## src/rtl/rpd_pkg.sv

```systemverilog
// Shared types and constants for the ring priority dispatcher.
// No dependencies; imported by every module of the block.
`default_nettype none

package rpd_pkg;

   localparam int SLOTS_DEFAULT = 16;
   localparam int ID_W          = 8;
   localparam int PRIO_W        = 8;
   localparam int REQ_DATA_W    = 24;
   localparam int RSP_DATA_W    = 16;

   typedef enum logic [1:0] {
      FN_ADD      = 2'd0,
      FN_DISPATCH = 2'd1,
      FN_COMPLETE = 2'd2
   } func_type;

   typedef enum logic [1:0] {
      ST_OK    = 2'd0,
      ST_FULL  = 2'd1,
      ST_EMPTY = 2'd2,
      ST_NONE  = 2'd3
   } status_type;

   typedef enum logic [1:0] {
      S_IDLE,
      S_SCAN,
      S_SWAP,
      S_DONE
   } state_type;

   typedef struct packed {
      logic [ID_W-1:0]   id;
      logic [PRIO_W-1:0] prio;
   } entry_type;

   typedef struct packed {
      logic [1:0]        func;
      logic [ID_W-1:0]   proc_id;
      logic [PRIO_W-1:0] prio;
      logic              repeat_req;
   } req_type;

   typedef struct packed {
      status_type        status;
      logic [ID_W-1:0]   out_id;
      logic [PRIO_W-1:0] out_prio;
   } result_type;

endpackage

`default_nettype wire

```

## src/rtl/rpd_mem.sv

```systemverilog
// Slot memory: one write port, one read port, registered read data.
// Depends on rpd_pkg for the entry type.
`default_nettype none

module rpd_mem #(
   parameter int DEPTH  = rpd_pkg::SLOTS_DEFAULT,
   parameter int ADDR_W = $clog2(DEPTH)
) (
   input  wire logic               clock,
   input  wire logic               wr_en,
   input  wire logic [ADDR_W-1:0]  wr_addr,
   input  wire rpd_pkg::entry_type wr_data,
   input  wire logic               rd_en,
   input  wire logic [ADDR_W-1:0]  rd_addr,
   output rpd_pkg::entry_type      rd_data
);
   import rpd_pkg::*;

   entry_type mem [DEPTH];
   entry_type rd_data_ff;

   always_ff @(posedge clock) begin
      if (wr_en) begin
         mem[wr_addr] <= wr_data;
      end
      if (rd_en) begin
         rd_data_ff <= mem[rd_addr];
      end
   end

   assign rd_data = rd_data_ff;

endmodule

`default_nettype wire

```

## src/rtl/rpd_ctrl.sv

```systemverilog
// Sequencer: ring pointers, last dispatched entry, scan over the slot memory.
// Depends on rpd_pkg; drives the ports of rpd_mem.
`default_nettype none

module rpd_ctrl #(
   parameter int SLOTS  = rpd_pkg::SLOTS_DEFAULT,
   parameter int PTR_W  = $clog2(SLOTS)
) (
   input  wire logic                clock,
   input  wire logic                reset,
   input  wire logic                req_valid,
   output logic                     req_ready,
   input  wire rpd_pkg::req_type    req,
   output logic                     res_valid,
   input  wire logic                res_ready,
   output rpd_pkg::result_type      res,
   output logic                     mem_wr_en,
   output logic [PTR_W-1:0]         mem_wr_addr,
   output rpd_pkg::entry_type       mem_wr_data,
   output logic                     mem_rd_en,
   output logic [PTR_W-1:0]         mem_rd_addr,
   input  wire rpd_pkg::entry_type  mem_rd_data
);
   import rpd_pkg::*;

   function automatic logic [PTR_W-1:0] ring_next(input logic [PTR_W-1:0] p);
      if (p == PTR_W'(SLOTS - 1)) begin
         return '0;
      end
      return p + 1'b1;
   endfunction

   state_type        state_ff,      state_in;
   logic [PTR_W-1:0] head_ff,       head_in;
   logic [PTR_W-1:0] tail_ff,       tail_in;
   entry_type        last_ff,       last_in;
   logic             last_valid_ff, last_valid_in;
   logic [PTR_W-1:0] iss_ff,        iss_in;
   logic [PTR_W-1:0] da_ff,         da_in;
   logic             dv_ff,         dv_in;
   logic [PTR_W-1:0] best_addr_ff,  best_addr_in;
   entry_type        best_ff,       best_in;
   entry_type        head_ent_ff,   head_ent_in;
   result_type       res_ff,        res_in;

   logic     ring_full;
   logic     ring_empty;
   logic     first_data;
   func_type func;

   assign ring_full  = (ring_next(tail_ff) == head_ff);
   assign ring_empty = (head_ff == tail_ff);
   assign first_data = (da_ff == head_ff);
   assign func       = func_type'(req.func);

   always_ff @(posedge clock) begin
      if (reset) begin
         state_ff      <= S_IDLE;
         head_ff       <= '0;
         tail_ff       <= '0;
         last_ff       <= '0;
         last_valid_ff <= 1'b0;
         dv_ff         <= 1'b0;
      end else begin
         state_ff      <= state_in;
         head_ff       <= head_in;
         tail_ff       <= tail_in;
         last_ff       <= last_in;
         last_valid_ff <= last_valid_in;
         dv_ff         <= dv_in;
      end
      iss_ff       <= iss_in;
      da_ff        <= da_in;
      best_addr_ff <= best_addr_in;
      best_ff      <= best_in;
      head_ent_ff  <= head_ent_in;
      res_ff       <= res_in;
   end

   always_comb begin
      state_in      = state_ff;
      head_in       = head_ff;
      tail_in       = tail_ff;
      last_in       = last_ff;
      last_valid_in = last_valid_ff;
      iss_in        = iss_ff;
      da_in         = da_ff;
      dv_in         = 1'b0;
      best_addr_in  = best_addr_ff;
      best_in       = best_ff;
      head_ent_in   = head_ent_ff;
      res_in        = res_ff;
      req_ready     = 1'b0;
      res_valid     = 1'b0;
      mem_wr_en     = 1'b0;
      mem_wr_addr   = tail_ff;
      mem_wr_data   = '{id: req.proc_id, prio: req.prio};
      mem_rd_en     = 1'b0;
      mem_rd_addr   = head_ff;

      case (state_ff)
         S_IDLE: begin
            req_ready = 1'b1;
            if (req_valid) begin
               res_in   = '{status: ST_OK, out_id: '0, out_prio: '0};
               state_in = S_DONE;
               case (func)
                  FN_ADD: begin
                     if (ring_full) begin
                        res_in.status = ST_FULL;
                     end else begin
                        mem_wr_en = 1'b1;
                        tail_in   = ring_next(tail_ff);
                     end
                  end
                  FN_DISPATCH: begin
                     if (ring_empty) begin
                        res_in.status = ST_EMPTY;
                     end else begin
                        // first read is the head entry
                        mem_rd_en = 1'b1;
                        da_in     = head_ff;
                        dv_in     = 1'b1;
                        iss_in    = ring_next(head_ff);
                        state_in  = S_SCAN;
                     end
                  end
                  FN_COMPLETE: begin
                     if (!last_valid_ff) begin
                        res_in.status = ST_NONE;
                     end else begin
                        last_valid_in = 1'b0;
                        if (req.repeat_req) begin
                           if (ring_full) begin
                              res_in.status = ST_FULL;
                           end else begin
                              mem_wr_en   = 1'b1;
                              mem_wr_data = last_ff;
                              tail_in     = ring_next(tail_ff);
                           end
                        end
                     end
                  end
                  default: ;
               endcase
            end
         end
         S_SCAN: begin
            if (dv_ff) begin
               if (first_data) begin
                  head_ent_in = mem_rd_data;
               end
               // strict compare keeps the earliest entry on a tie
               if (first_data || (mem_rd_data.prio < best_ff.prio)) begin
                  best_in      = mem_rd_data;
                  best_addr_in = da_ff;
               end
            end
            if (iss_ff != tail_ff) begin
               mem_rd_en   = 1'b1;
               mem_rd_addr = iss_ff;
               da_in       = iss_ff;
               dv_in       = 1'b1;
               iss_in      = ring_next(iss_ff);
            end else begin
               state_in = S_SWAP;
            end
         end
         S_SWAP: begin
            // old head entry moves into the winner's slot; head slot is popped
            mem_wr_en     = 1'b1;
            mem_wr_addr   = best_addr_ff;
            mem_wr_data   = head_ent_ff;
            res_in        = '{status: ST_OK, out_id: best_ff.id, out_prio: best_ff.prio};
            last_in       = best_ff;
            last_valid_in = 1'b1;
            head_in       = ring_next(head_ff);
            state_in      = S_DONE;
         end
         S_DONE: begin
            res_valid = 1'b1;
            if (res_ready) begin
               state_in = S_IDLE;
            end
         end
         default: begin
            state_in = S_IDLE;
         end
      endcase
   end

   assign res = res_ff;

endmodule

`default_nettype wire

```

## src/rtl/ring_priority_dispatcher.sv

```systemverilog
// Top level of the ring priority dispatcher: stream ports and output register.
// Depends on rpd_pkg, rpd_mem and rpd_ctrl.
`default_nettype none

// Ring of SLOTS process entries (SLOTS-1 usable) kept in one slot memory with a
// registered read. An item is taken when req_tready is high, one at a time. A
// dispatch of a non-empty ring walks the occupied slots from the head with one
// memory read per cycle, then writes the swapped entry back and hands the result
// to the output register. The result waits in an output register, so the next
// item can be accepted while rsp_tvalid is held against a low rsp_tready.
// Dispatch output fields are zero unless the dispatch succeeds.
module ring_priority_dispatcher #(
   parameter int SLOTS = rpd_pkg::SLOTS_DEFAULT
) (
   input  wire logic                           clock,
   input  wire logic                           reset,
   input  wire logic                           req_tvalid,
   output logic                                req_tready,
   // [7:0] proc_id, [15:8] prio, [16] repeat_req, [23:17] zero
   input  wire logic [rpd_pkg::REQ_DATA_W-1:0] req_tdata,
   // [1:0] func
   input  wire logic [1:0]                     req_tuser,
   output logic                                rsp_tvalid,
   input  wire logic                           rsp_tready,
   // [7:0] out_id, [15:8] out_prio
   output logic [rpd_pkg::RSP_DATA_W-1:0]      rsp_tdata,
   // [1:0] status
   output logic [1:0]                          rsp_tuser
);
   import rpd_pkg::*;

   localparam int PTR_W = $clog2(SLOTS);

   req_type          req;
   result_type       res;
   logic             res_valid;
   logic             res_ready;
   logic             mem_wr_en;
   logic [PTR_W-1:0] mem_wr_addr;
   entry_type        mem_wr_data;
   logic             mem_rd_en;
   logic [PTR_W-1:0] mem_rd_addr;
   entry_type        mem_rd_data;

   logic       rsp_valid_ff, rsp_valid_in;
   result_type rsp_ff,       rsp_in;

   assign req = '{func:       req_tuser,
                  proc_id:    req_tdata[7:0],
                  prio:       req_tdata[15:8],
                  repeat_req: req_tdata[16]};

   rpd_ctrl #(
      .SLOTS (SLOTS),
      .PTR_W (PTR_W)
   ) u_ctrl (
      .clock       (clock),
      .reset       (reset),
      .req_valid   (req_tvalid),
      .req_ready   (req_tready),
      .req         (req),
      .res_valid   (res_valid),
      .res_ready   (res_ready),
      .res         (res),
      .mem_wr_en   (mem_wr_en),
      .mem_wr_addr (mem_wr_addr),
      .mem_wr_data (mem_wr_data),
      .mem_rd_en   (mem_rd_en),
      .mem_rd_addr (mem_rd_addr),
      .mem_rd_data (mem_rd_data)
   );

   rpd_mem #(
      .DEPTH  (SLOTS),
      .ADDR_W (PTR_W)
   ) u_mem (
      .clock   (clock),
      .wr_en   (mem_wr_en),
      .wr_addr (mem_wr_addr),
      .wr_data (mem_wr_data),
      .rd_en   (mem_rd_en),
      .rd_addr (mem_rd_addr),
      .rd_data (mem_rd_data)
   );

   assign res_ready = !rsp_valid_ff || rsp_tready;

   always_comb begin
      rsp_valid_in = rsp_valid_ff;
      rsp_in       = rsp_ff;
      if (rsp_valid_ff && rsp_tready) begin
         rsp_valid_in = 1'b0;
      end
      if (res_valid && res_ready) begin
         rsp_valid_in = 1'b1;
         rsp_in       = res;
      end
   end

   always_ff @(posedge clock) begin
      if (reset) begin
         rsp_valid_ff <= 1'b0;
      end else begin
         rsp_valid_ff <= rsp_valid_in;
      end
      rsp_ff <= rsp_in;
   end

   assign rsp_tvalid = rsp_valid_ff;
   assign rsp_tdata  = {rsp_ff.out_prio, rsp_ff.out_id};
   assign rsp_tuser  = rsp_ff.status;

   // one transaction in flight: acceptance closes the input until the result is handed to the output register
   a_one_at_a_time: assert property (@(posedge clock) disable iff (reset)
      (req_tvalid && req_tready) |=> !req_tready)
      else $error("input accepted while an item is in work");

   // only a successful dispatch carries a nonzero payload
   a_zero_payload: assert property (@(posedge clock) disable iff (reset)
      (rsp_tvalid && (rsp_tuser != ST_OK)) |-> (rsp_tdata == '0))
      else $error("nonzero payload on a failed transaction");

   // a handed-over result shows up on the output next cycle
   a_result_lands: assert property (@(posedge clock) disable iff (reset)
      (res_valid && res_ready) |=> rsp_tvalid)
      else $error("result lost between sequencer and output register");

endmodule

`default_nettype wire

```

## config.mk

```make
export PLATFORM = sky130hd
export DESIGN_NAME = ring_priority_dispatcher
export DESIGN_NICKNAME = d
export VERILOG_FILES = /design/src/rtl/rpd_pkg.sv /design/src/rtl/rpd_mem.sv /design/src/rtl/rpd_ctrl.sv /design/src/rtl/ring_priority_dispatcher.sv
export SDC_FILE = /design/constraint.sdc
export NUM_CORES = 1
export LEC_CHECK = 0
export CAP_MARGIN = 20
export CORE_UTILIZATION = 39
export CTS_BUF_LIST = sky130_fd_sc_hd__clkbuf_4
export DETAILED_ROUTE_END_ITERATION = 6
export DONT_BUFFER_PORTS = 1
export PLACE_DENSITY = 0.57
export SYNTH_ARGS = -nofsm -noshare
export SYNTH_HDL_FRONTEND = slang
export SYNTH_HIERARCHICAL = 1
export SYNTH_SLANG_ARGS = --single-unit
```

## constraint.sdc

```tcl
create_clock -name clock -period 3.9 [get_ports clock]
set_clock_uncertainty 0.1 [all_clocks]
set_input_delay 1.17 -clock clock [delete_from_list [all_inputs] [get_ports clock]]
set_output_delay 1.17 -clock clock [all_outputs]
set_load 0.01 [all_outputs]
```

## Word level (Yosys, flattened, before mapping)

Memory sizes are Yosys's and may differ from the RTL's. A register that Yosys moved wholly into a read port is not among the register bits.
Index checks and enable logic that the tools add are counted.

- Bits in registers: 109
- Bits in writable memories: 256
- Input bits: 30
- Output and inout port bits: 20
- Word-level logic and storage cells: 152
- Memories: 1

- Add/sub/neg operators: 3
- Magnitude comparators: 1
- Equality and inequality tests: 23
- Muxes and demuxes: 85
- Reduce and logical (&&, ||, !) cells: 18

Memories:

| memory | depth | width | read ports | clocked after memory_dff | write ports | RTL line | RTL |
|---|---|---|---|---|---|---|---|
| u_mem.mem | 16 | 16 | 1 | 1 | 1 | rpd_mem.sv:19 | `entry_type mem [DEPTH];` |

Operator list:

| operator | count |
|---|---|
| 2-to-1 mux 4 bit | 24 |
| 2-to-1 mux 16 bit | 5 |
| 2-to-1 mux 1 bit | 37 |
| case mux 18 bit (2 select lines) | 1 |
| case mux 16 bit (2 select lines) | 1 |
| case mux 4 bit (2 select lines) | 3 |
| 2-to-1 mux 18 bit | 1 |
| inequality test 2 bit, second input constant | 9 |
| 2-to-1 mux 2 bit | 7 |
| adder 4 x 1 -> 4 bit, second input constant | 3 |
| equality test 4 bit | 3 |
| equality test 4 bit, second input constant | 3 |
| AND reduction 3 bit | 4 |
| less-than comparator 8 bit | 1 |
| case mux 1 bit (2 select lines) | 4 |
| case mux 2 bit (4 select lines) | 1 |
| nonzero test 2 bit | 4 |
| AND reduction 7 bit | 1 |
| equality test 2 bit, second input constant | 3 |
| case mux 2 bit (3 select lines) | 1 |
| AND reduction 5 bit | 1 |
| equality test 2 x 1 -> 1 bit, second input constant | 2 |
| logical NOT 2 bit | 2 |
| inequality test 2 x 1 -> 1 bit, second input constant | 2 |
| 5 further kinds | 7 |

## Logic depth before layout (Yosys ltp)

Gate-level depths: netlist of the first run.

- Depth after elaboration: 15
- Mapped depth: 9

## Cells and area by module

The synthesis of the first run kept the hierarchy.

Modules (own cells, without submodules):

| module | times used | cells an instance | area each (µm²) | sequential area each (µm²) |
|---|---|---|---|---|
| rpd_mem | 1 | 432 | 10203.5 | 8167.8 |
| rpd_ctrl | 1 | 359 | 4191.5 | 2422.3 |
| ring_priority_dispatcher | 1 | 23 | 595.6 | 560.5 |

## Worst setup path before layout of the first run

No wires, ideal clock.

- Path type: input-to-reg
- Start point: input req_tdata[16] (netlist bit)
- End point: memory u_mem/mem[0][0] (netlist bit) (enable)
- Setup time: 409 ps
- Data arrival time: 3401 ps
- Path slack: -10 ps
- Stages: 6
- Path buffers: 0
- Cell sequence: nand2_1 -> a211oi_1 -> o21ai_2 -> nand2_1 -> or3b_2 -> nor3_1

- Cells in the longest elaborated chain, start to end: 7

RTL lines:

| what | RTL line | RTL |
|---|---|---|
| from (decl) | ring_priority_dispatcher.sv:20 | `input wire logic [rpd_pkg::REQ_DATA_W-1:0] req_tdata,` |
| 2-to-1 mux 1 bit | rpd_ctrl.sv:133 | `if (req.repeat_req) begin` |
| 2-to-1 mux 1 bit | rpd_ctrl.sv:129 | `if (!last_valid_ff) begin` |
| case mux 1 bit (2 select lines) | rpd_ctrl.sv:107 | `case (func)` |
| 2-to-1 mux 1 bit | rpd_ctrl.sv:104 | `if (req_valid) begin` |
| case mux 1 bit (2 select lines) | rpd_ctrl.sv:101 | `case (state_ff)` |
| via mem_wr_en | ring_priority_dispatcher.sv:38 | `logic mem_wr_en;` |
| 2-to-1 mux 1 bit | rpd_mem.sv:23 | `if (wr_en) begin` |
| 2-to-1 mux 1 bit (not written as such) | rpd_mem.sv:24 | `mem[wr_addr] <= wr_data;` |
| to (decl) | rpd_mem.sv:19 |  |

The timed path passes the listed nets, and every way through them passes these cells.

## Worst setup path after layout of the first run

- Start point: register u_ctrl.tail_ff[1]
- End point: memory u_mem/mem[1][7] (netlist bit) (enable)

- Cells in the longest elaborated chain, start to end: 12

RTL lines:

| what | RTL line | RTL |
|---|---|---|
| from (decl) | rpd_ctrl.sv:35 | `logic [PTR_W-1:0] tail_ff, tail_in;` |
| from (signal assigned) | rpd_ctrl.sv:67 | `tail_ff <= tail_in;` |
| parallel branches: the longest is 2 deep, another holds adder 4 x 1 -> 4 bit | -- |  |
| 2-to-1 mux 4 bit * | rpd_ctrl.sv:30 | `return p + 1'b1;` |
| equality test 4 bit * | rpd_ctrl.sv:51 | `assign ring_full = (ring_next(tail_ff) == head_ff);` |
| 2-to-1 mux 1 bit * | rpd_ctrl.sv:109, rpd_ctrl.sv:134 |  |
| 2-to-1 mux 1 bit | rpd_ctrl.sv:133 |  |
| 2-to-1 mux 1 bit | rpd_ctrl.sv:129 |  |
| case mux 1 bit (2 select lines) * | rpd_ctrl.sv:107 |  |
| 2-to-1 mux 1 bit * | rpd_ctrl.sv:104 |  |
| case mux 1 bit (2 select lines) * | rpd_ctrl.sv:101 |  |
| via mem_wr_en | ring_priority_dispatcher.sv:38 |  |
| 2-to-1 mux 1 bit * | rpd_mem.sv:23 |  |
| 2-to-1 mux 1 bit (not written as such) * | rpd_mem.sv:24 |  |

Mark *: on every way through the listed nets, which the timed path passes.

==> flow_metrics.py, run 1 <==
metrics = {
    "outcome": {
        "status": "completed",
    },
    "clocking": {
        "cts_hold_buf": 0,
        "cts_tree": "done",
        "cts_buffers": 98,
        "cts.sinks": 381,
        "clk_latency_ns": 0.72,
        "ctsResizeCount": 0,
        "cts_htree_levels": 3,
        "cts_buffer_depth": 3,
        "path_clk_slew_ns": 0.07,
        "cts_setup_buffers": 0,
        "cts_root_buf": "clkbuf_4",
    },
    "synthesis": {
        "synth_top_area_cell": "edfxtp_1",
        "yosys.area.top_type_share_pct": 70.51,
        "synth_cells": 814,
        "synth-main-ff-cell": "edfxtp_1",
        "ys_warn_count": 6,
        "synth_edf_count": 352,
        "ys_seq_area_share_pct": 74.38,
        "ys_types": 50,
        "syn_nets": 858,
        "syn-mean-instance-area_um2": 18.42,
        "yosysMostFrequentCell": "edfxtp_1",
        "netlist_area_mm2": 0.01499,
        "ys_seq_elements": 381,
        "synthArstFlopShare_pct": 0,
        "synthTopCellsByCount": "352 x edfxtp_1, 54 x mux4_2, 52 x nor2_1",
        "yosys-top-cells-area": "edfxtp_1 71%, mux4_2 8.1%, dfxtp_1 3.9%",
    },
    "grt": {
        "grt_pass1_vias": 7815,
        "grt_overflow": 0,
        "grt_max_degree": 36,
        "antenna_found_initial": 1,
        "grt_pass1_wl_um": 46690,
        "track_usage_pct": 16.15,
    },
    "place": {
        "place_hpwl_um": 19050,
        "placed_cell_area_mm2": 0.01596,
        "gp_congestion": 0.7642,
        "dp.cells": 1341,
        "dp_worst_setup_slack_ns": 0.4962,
        "portBuffers": 0,
    },
    "timing": {
        "tns_ns": 0,
        "rsz0062_at_grt": "no",
        "slew_viol_final": 0,
        "worstMarginPinSlew_ns": 0.8171,
        "holdWs_ns": 0.3166,
        "final_hold_viol_count": 0,
        "period_share_pct": 85.09,
        "finalCriticalPeriod_ns": 3.319,
        "worst_slack_ns": 0.5815,
        "slew_headroom_pct": 45.53,
        "setup_viol": 0,
        "fmax_mhz": 301.3,
    },
    "floorplan": {
        "dieArea_mm2": 0.03923,
        "num_rows": 71,
        "initial_core_util_pct": 39.71,
        "fp.dieW_um": 198.1,
        "die_h_um": 198.1,
        "io_pins": 50,
        "coreArea_mm2": 0.03776,
    },
    "finish": {
        "layout.nets": 975,
        "utilization_pct": 45.77,
        "nFillCells": 3276,
        "drive_above_1_share_pct": 30.46,
        "final_cells": 1523,
        "areaGrowthSynthToFinish_pct": 15.27,
        "final_area_mm2": 0.01728,
    },
    "setup_path": {
        "cp.required_ns": 4.17,
        "cp_max_fo": 16,
        "cp-start-kind": "flop",
        "worstSetupEndpointType": "flop",
        "arrival_ns": 3.59,
        "crit_type": "flop to flop",
    },
    "routing": {
        "ant_nets": 0,
        "firstDrtPassIters": 7,
        "drt_iter0_markers": 484,
        "drc": 0,
        "wl_um": 30730,
        "routed-via-count": 7754,
        "wl_per_cell_um": 20.17,
        "viasPerCell": 5.091,
    },
    "power_and_ir_drop": {
        "p_leak_nw": 5.880,
        "p_per_area_mw_per_mm2": 746.1,
        "total_power_mw": 12.89,
        "vdd_ir_drop_max_mv": 0.2792,
    },
    "worst_hold_path": {
        "hp-class": "flop to flop",
    },
    "run": {
        "cap_violations": 0,
    },
}
[worst paths after layout]
kind	startpoint	endpoint	slack, ns	depth (start not counted)
hold reg to reg	u_ctrl/res[15]	rsp_tdata[7]	0.32	0
setup / recovery	u_ctrl/tail_ff[1]	u_mem/mem[1][7]	0.58	9
setup reg to reg	u_ctrl/tail_ff[1]	u_mem/mem[1][7]	0.58	9
hold / removal	u_ctrl/res[15]	rsp_tdata[7]	0.32	0
[final cells by class]
cell class | count | area [µm²] | area share [%]
clock inverters | 36 | 225.2 | 1.303
repair buffers | 60 | 500.5 | 2.896
well taps | 511 | 639.4 | 3.700
diodes | 1 | 2.502 | 0.01448
flip-flops and latches | 381 | 11150 | 64.53
inverters | 17 | 63.81 | 0.3693
clock buffers | 144 | 1081 | 6.256
multi-input cells | 373 | 3616 | 20.93
[flip-flops by register name, indices dropped and copies added, names as in the netlist, 4 cells and up]
name and count:
u_mem/rd_data 16, u_ctrl/res 18, u_ctrl/best_addr_ff 4, u_ctrl/tail_ff 4, u_ctrl/head_ent_ff 16, u_ctrl/iss_ff 4, u_ctrl/da_ff 4, u_ctrl/last_ff 16
u_ctrl/best_ff 16, u_ctrl/head_ff 4, u_mem/mem 256, rsp_tdata 16
[where the power goes]
group	internal, mW	switching (mW)	leakage (nW)	total, mW
Sequential	5.62	0.248	3.44	5.87
Clock	1.90	1.56	0.768	3.45
Combinational	1.46	2.12	1.67	3.57
[worst max-delay path, stage by stage (launching register included)]
cell	delay [ns]
dfxtp_1	0.50
ha_1	0.23
inv_1	0.09
a311oi_2	0.31
xnor2_1	0.28
o21ai_2	0.22
nand2_1	0.27
or3b_2	0.56
nor2_2	0.11
buf_4	0.30
[metal layers]
metal	track usage, %	wire (µm)	up-vias
met5	0	0	-
met4	5.713	564	0
met1	22.41	14330	3919
met2	25.12	14350	217
met3	3.492	1483	52
li1	-	-	3566
[cell usage in the layout, fill, tap and decap left out, types with 2 or more instances in the layout]
cell / count
nor2_1: 40
nand2_1: 30
nor3_1: 5
ha_1: 14
nand3b_1: 4
bufinv_16: 3
mux4_2: 54
a21oi_1: 24
dfxtp_1: 29
nor3_2: 5
o21ai_1: 11
inv_1: 16
clkbuf_4: 144
buf_4: 56
edfxtp_1: 352
o41ai_2: 2
xnor2_1: 13
mux2_2: 12
mux4_1: 10
nor2b_1: 4
nand2b_1: 3
o21ai_0: 13
mux2i_1: 22
clkinv_2: 2
buf_12: 4
a31oi_1: 6
nor2_2: 12
a211oi_1: 2
xor2_1: 6
clkinv_1: 28
inv_2: 2
a22oi_1: 48
and2_1: 10
nand3_1: 5
[kinds of logic (layout without fill, tap and decap cells)]
| family | count (synthesis) | after routing | share of synthesized area [%] |
|---|---|---|---|
| and+or+nand+nor | 125 | 125 | 3.890 |
| AOI/OAI and AO/OA | 116 | 116 | 5.200 |
| other | 0 | 1 | 0 |
| DFF | 381 | 381 | 74.38 |
| muxes | 99 | 99 | 12.31 |
| buffers and inverters | 60 | 257 | 1.936 |
| adders and majority gates | 14 | 14 | 1.169 |
| xor gates and xnor gates | 19 | 19 | 1.110 |
Note: power is estimated with default switching activity, not from simulation.
==> run 2: changes to the inputs <==
Settings changed: CORE_MARGIN from default to 1, CORE_UTILIZATION 39 to 50, PLACE_DENSITY 0.57 to 0.7.
==> run 2 against run 1 <==
  * Worst setup slack better by 0.0051 ns
  * Critical path depth stayed put
  * Clock power is 7.5% lower
  * Sequential power hardly changed
  * Core utilization is 12 points higher
  * Cell count is 9.5% lower
  * Worst hold slack worse by 0.016 ns
  * Non-clock buffer count is 6 lower
  * Register-to-register slack hardly changed
  * Count of clock-buffer cells in the layout is 15 lower
  * Critical endpoint is now u_mem/mem[0][6]
  * Highest routed layer unchanged
==> flow_metrics.py, run 2 (synthesis gave the netlist of run 1 again) <==
metrics = {
    "routing": {
        "wl_um": 30360,
        "ant_nets": 0,
        "routed-via-count": 7856,
        "firstDrtPassIters": 5,
        "viasPerCell": 5.697,
        "wl_per_cell_um": 22.02,
        "drt_iter0_markers": 687,
        "drc": 0,
    },
    "timing": {
        "slew_viol_final": 0,
        "finalCriticalPeriod_ns": 3.313,
        "worstMarginPinSlew_ns": 0.9082,
        "holdWs_ns": 0.3010,
        "setup_viol": 0,
        "fmax_mhz": 301.8,
        "final_hold_viol_count": 0,
        "period_share_pct": 84.96,
        "rsz0062_at_grt": "no",
        "slew_headroom_pct": 39.45,
        "tns_ns": 0,
    },
    "setup_path": {
        "reg2reg_slack_ns": 0.59,
        "cp-start-kind": "flop",
        "timing.rr.start": "u_ctrl/tail_ff[1]",
        "cp_max_fo": 16,
        "worstSetupEndpointType": "flop",
        "cp.required_ns": 4.16,
        "slowest_stage": "or3b_2",
        "path_buf_inv": 2,
        "cp-endpoint": "u_mem/mem[0][6]",
        "reg2reg_to": "u_mem/mem[0][6]",
        "cp-startpoint": "u_ctrl/tail_ff[1]",
        "crit_type": "flop to flop",
        "slowest_delay_ns": 0.54,
        "reg2regPathDepth": 9,
        "cp_top_family": "simple AND/OR/NAND/NOR gates",
        "arrival_ns": 3.57,
        "cp.depth": 9,
        "worstPathCellList": "ha_1, inv_1, a311oi_2, xnor2_1, o21ai_2, nand2_1, or3b_2, nor3_2, buf_4",
    },
    "power_and_ir_drop": {
        "p_leak_nw": 5.766,
        "vdd_ir_drop_max_mv": 0.2984,
        "total_power_mw": 12.53,
        "p_per_area_mw_per_mm2": 738.4,
    },
    "finish": {
        "areaGrowthSynthToFinish_pct": 13.17,
        "largest_reg_flops": 256,
        "layout_common_cells": "352 x edfxtp_1, 129 x clkbuf_4, 54 x mux4_2, 48 x buf_4, 48 x a22oi_1",
        "layout.nets": 964,
        "max_flop_register": "u_mem/mem",
        "mostFrequentLayoutCell": "edfxtp_1",
        "drive_above_1_share_pct": 28.51,
        "num_antenna_cells": 0,
        "nFillCells": 2221,
        "final_cells": 1379,
        "final_area_mm2": 0.01697,
    },
    "grt": {
        "grt_max_degree": 65,
        "grt_pass1_wl_um": 46710,
        "grt_overflow": 0,
        "antenna_found_initial": 1,
        "grt_pass1_vias": 8151,
        "track_usage_pct": 20.49,
    },
    "clocking": {
        "path_clk_slew_ns": 0.07,
        "ctsResizeCount": 0,
        "cts_root_buf": "clkbuf_4",
        "cts_buffers": 93,
        "cts.sinks": 381,
        "cts_setup_buffers": 0,
        "cts_hold_buf": 0,
        "cts_buffer_depth": 3,
        "cts_htree_levels": 3,
        "cts_tree": "done",
        "clk_latency_ns": 0.72,
    },
    "place": {
        "placed_cell_area_mm2": 0.01579,
        "gp_congestion": 0.7961,
        "dp.cells": 1215,
        "place_hpwl_um": 18120,
        "portBuffers": 0,
    },
    "floorplan": {
        "die_h_um": 175.2,
        "dieArea_mm2": 0.03068,
        "coreArea_mm2": 0.02956,
        "fp.dieW_um": 175.2,
        "initial_core_util_pct": 50.71,
        "io_pins": 50,
        "num_rows": 63,
    },
    "run": {
        "cap_violations": 0,
    },
    "worst_hold_path": {
        "hp-class": "flop to flop",
    },
    "outcome": {
        "status": "completed",
    },
}
==> run 2: changes by cell type in the layout (fill, tap and decap cells not counted), sizes merged <==
cell    delta
buf        -6
bufinv     -1
inv        -2
clkinv     +2
clkbuf    -15
diode      -1
==> run 2: power by group <==
part	switching (mW)	internal [mW]
logic	2.03	1.43
clock network	1.52	1.67
registers	0.257	5.62
==> run 2: per-stage QoR <==
| step | setup slack [ns] | utilization [%] |
|---|---|---|
| 6_report | 0.5865 | 57.39 |
| 5_1_grt | 0.3726 | 57.39 |
| 4_1_cts | 0.5928 | 57.39 |
| 2_1_floorplan | 0.1614 | - |
| 3_5_place_dp | 0.5831 | 53.43 |
| 3_3_place_gp | 0.5870 | 53.43 |
==> run 2: worst min-delay path by stage <==
stage,to,depth (start not counted),from,slack [ns]
4_1_cts,u_ctrl/best_ff[8],0,u_mem/rd_data[8],0.28
3_5_place_dp,rsp_tdata[14],0,u_ctrl/res[6],0.31
2_1_floorplan,rsp_tdata[0],0,u_ctrl/res[8],0.30
6_report,u_ctrl/best_ff[8],0,u_mem/rd_data[8],0.30
3_3_place_gp,rsp_tdata[4],0,u_ctrl/res[12],0.30
5_1_grt,u_ctrl/best_ff[8],0,u_mem/rd_data[8],0.29
==> run 2: cell type report <==
type	count	area (µm²)	area share, %
tap	390	488.0	2.876
multi-input combinational	373	3611	21.28
clock buffer	129	968.4	5.708
clock inverter	35	202.7	1.195
inverter	17	63.81	0.3761
timing repair buffer	54	480.5	2.832
sequential	381	11150	65.73
==> run 2: layer usage <==
layer	share of wire, %	vias to the layer above	GRT usage, %
li1	-	3534	-
met1	43	4010	27.29
met2	50	267	33.45
met3	5.8	45	4.395
met4	1.7	0	7.319
met5	0	-	0
==> run 3: changes to the inputs <==
Clock period 3.9 ns to 3 ns, I/O delays scaled along.
==> run 3 against run 2 <==
  * Count of clock-buffer cells in the layout is 1 lower
  * Critical path depth decreased by 1
  * Design area up 2.8%
  * Critical endpoint is now u_mem/rd_data[0]
  * Highest routed layer unchanged
==> flow_metrics.py, run 3 (synthesis gave the netlist of run 1 again) <==
metrics = {
    "setup_path": {
        "cp_max_fo": 13,
        "worstSetupEndpointType": "flop",
        "reg2reg_slack_ns": 0.07,
        "cp.required_ns": 3.31,
        "slowest_delay_ns": 0.46,
        "reg2regPathDepth": 8,
        "cp_top_family": "multiplexers",
        "worstPathCellList": "xor2_1, o41ai_4, mux2_4, buf_12, buf_4, mux4_2, a22oi_1, nand2_1",
        "slowest_stage": "o41ai_4",
        "cp-endpoint": "u_mem/rd_data[0]",
        "path_buf_inv": 2,
        "cp.depth": 8,
        "arrival_ns": 3.24,
        "cp-start-kind": "flop",
        "reg2reg_to": "u_mem/rd_data[0]",
        "timing.rr.start": "u_ctrl/tail_ff[2]",
        "crit_type": "flop to flop",
        "cp-startpoint": "u_ctrl/tail_ff[2]",
    },
    "timing": {
        "finalCriticalPeriod_ns": 2.929,
        "worst_slack_ns": 0.07098,
        "worstMarginPinSlew_ns": 0.9988,
        "setup_viol": 0,
        "slew_viol_final": 0,
        "fmax_mhz": 341.4,
        "slew_headroom_pct": 33.34,
        "period_share_pct": 97.63,
        "final_hold_viol_count": 0,
    },
    "floorplan": {
        "num_rows": 63,
        "io_pins": 50,
        "dieArea_mm2": 0.03068,
        "initial_core_util_pct": 50.71,
        "fp.dieW_um": 175.2,
        "die_h_um": 175.2,
        "coreArea_mm2": 0.02956,
    },
    "clocking": {
        "cts_hold_buf": 0,
        "cts_buffer_depth": 3,
        "cts_tree": "done",
        "cts_root_buf": "clkbuf_4",
        "clk_latency_ns": 0.73,
        "cts.sinks": 381,
        "cts_buffers": 92,
        "cts_htree_levels": 3,
        "path_clk_slew_ns": 0.07,
    },
    "routing": {
        "firstDrtPassIters": 5,
        "drt_iter0_markers": 612,
        "drc": 0,
        "wl_um": 30180,
        "viasPerCell": 5.646,
        "routed-via-count": 7887,
        "ant_nets": 0,
        "wl_per_cell_um": 21.60,
    },
    "grt": {
        "grt_pass1_wl_um": 46530,
        "grt_overflow": 0,
        "antenna_found_initial": 1,
        "track_usage_pct": 20.39,
        "grt_pass1_vias": 8146,
        "grt_max_degree": 31,
    },
    "finish": {
        "utilization_pct": 59.02,
        "layout_common_cells": "352 x edfxtp_1, 128 x clkbuf_4, 58 x buf_4, 54 x mux4_2, 44 x nor2_1",
        "multi_input_area_mm2": 0.003749,
        "nFillCells": 2159,
        "mostFrequentLayoutCell": "edfxtp_1",
        "areaGrowthSynthToFinish_pct": 16.38,
        "largest_reg_flops": 256,
        "regArea_mm2": 0.01115,
        "layout.nets": 990,
        "drive_above_1_share_pct": 33.10,
        "max_flop_register": "u_mem/mem",
    },
    "power_and_ir_drop": {
        "vdd_ir_drop_max_mv": 0.3813,
        "p_per_area_mw_per_mm2": 954.6,
        "p_leak_nw": 5.954,
    },
    "place": {
        "dp_worst_setup_slack_ns": -0.1425,
        "place_hpwl_um": 19080,
        "gp_congestion": 0.8007,
        "portBuffers": 0,
    },
    "run": {
        "cap_violations": 0,
    },
    "worst_hold_path": {
        "hp-class": "primary input to flop",
    },
    "outcome": {
        "status": "completed",
    },
}
-- run 3: cell count changes in the layout (fill, tap and decap cells not counted), sizes merged --
| cell | change |
|---|---|
| buf | +27 |
| diode | +1 |
| clkinv | -12 |
| clkinvlp | +3 |
| bufinv | -1 |
| inv | +1 |
| clkbuf | -1 |
-- run 3: where the power goes --
| group | internal, mW | switching [mW] | leakage [nW] |
|---|---|---|---|
| clock network | 2.06 | 1.95 | 0.647 |
| registers | 7.32 | 0.284 | 3.44 |
| logic | 2.15 | 2.89 | 1.87 |
| total | 11.5 | 5.13 | 5.95 |
-- run 3: layout make-up --
type                       instances  share of cell area [%]
antenna                            1                 0.01434
clock inverter                    26                  0.8678
sequential                       381                   63.92
timing repair buffer              81                   5.035
multi-input combinational        373                   21.49
clock buffer                     128                   5.508
tap                              390                   2.797
inverter                          17                  0.3658
-- run 3: layer usage --
| layer | global-route usage, % | vias up | wire length (µm) |
|---|---|---|---|
| met5 | 0 | - | 0 |
| met4 | 7.355 | 0 | 578 |
| met3 | 4.352 | 50 | 1766 |
| met2 | 31.80 | 260 | 14430 |
| met1 | 28.50 | 3999 | 13410 |
| li1 | - | 3578 | - |
-- run 3: how the worst min path moves through the flow --
stage                        start                 to  depth (start not counted)
finish                       reset  u_ctrl/tail_ff[0]                          1
global route                 reset  u_ctrl/tail_ff[0]                          1
CTS                          reset         rsp_tvalid                          1
detailed placement   u_ctrl/res[2]      rsp_tdata[10]                          0
global placement    u_ctrl/res[10]       rsp_tdata[2]                          0
floorplan            u_ctrl/res[8]       rsp_tdata[0]                          0
-- run 3: timing repair --
item	4_1_cts	5_1_grt
setup buffers	0	4
endpoints found under the setup margin	193	100
pin swaps	0	1
resized for setup	11	18
-- run 3: per-stage QoR --
| stage | total power, mW | cell area (µm²) | hold WS [ns] | TNS (ns) | std cells |
|---|---|---|---|---|---|
| 4_1_cts | 16.63 | 17330 | 0.08398 | 0 | 1392 |
| 3_5_place_dp | 12.56 | 16170 | 0.3045 | -11.86 | 1238 |
| 5_1_grt | 17.52 | 17450 | 0.08253 | -0.01639 | 1397 |
| 6_report | 16.65 | 17450 | 0.1352 | 0 | 1397 |
| 2_1_floorplan | 10.76 | 15040 | 0.3003 | -12.27 | 814 |
| 3_3_place_gp | 12.39 | 16170 | 0.3014 | -0.7629 | 1238 |
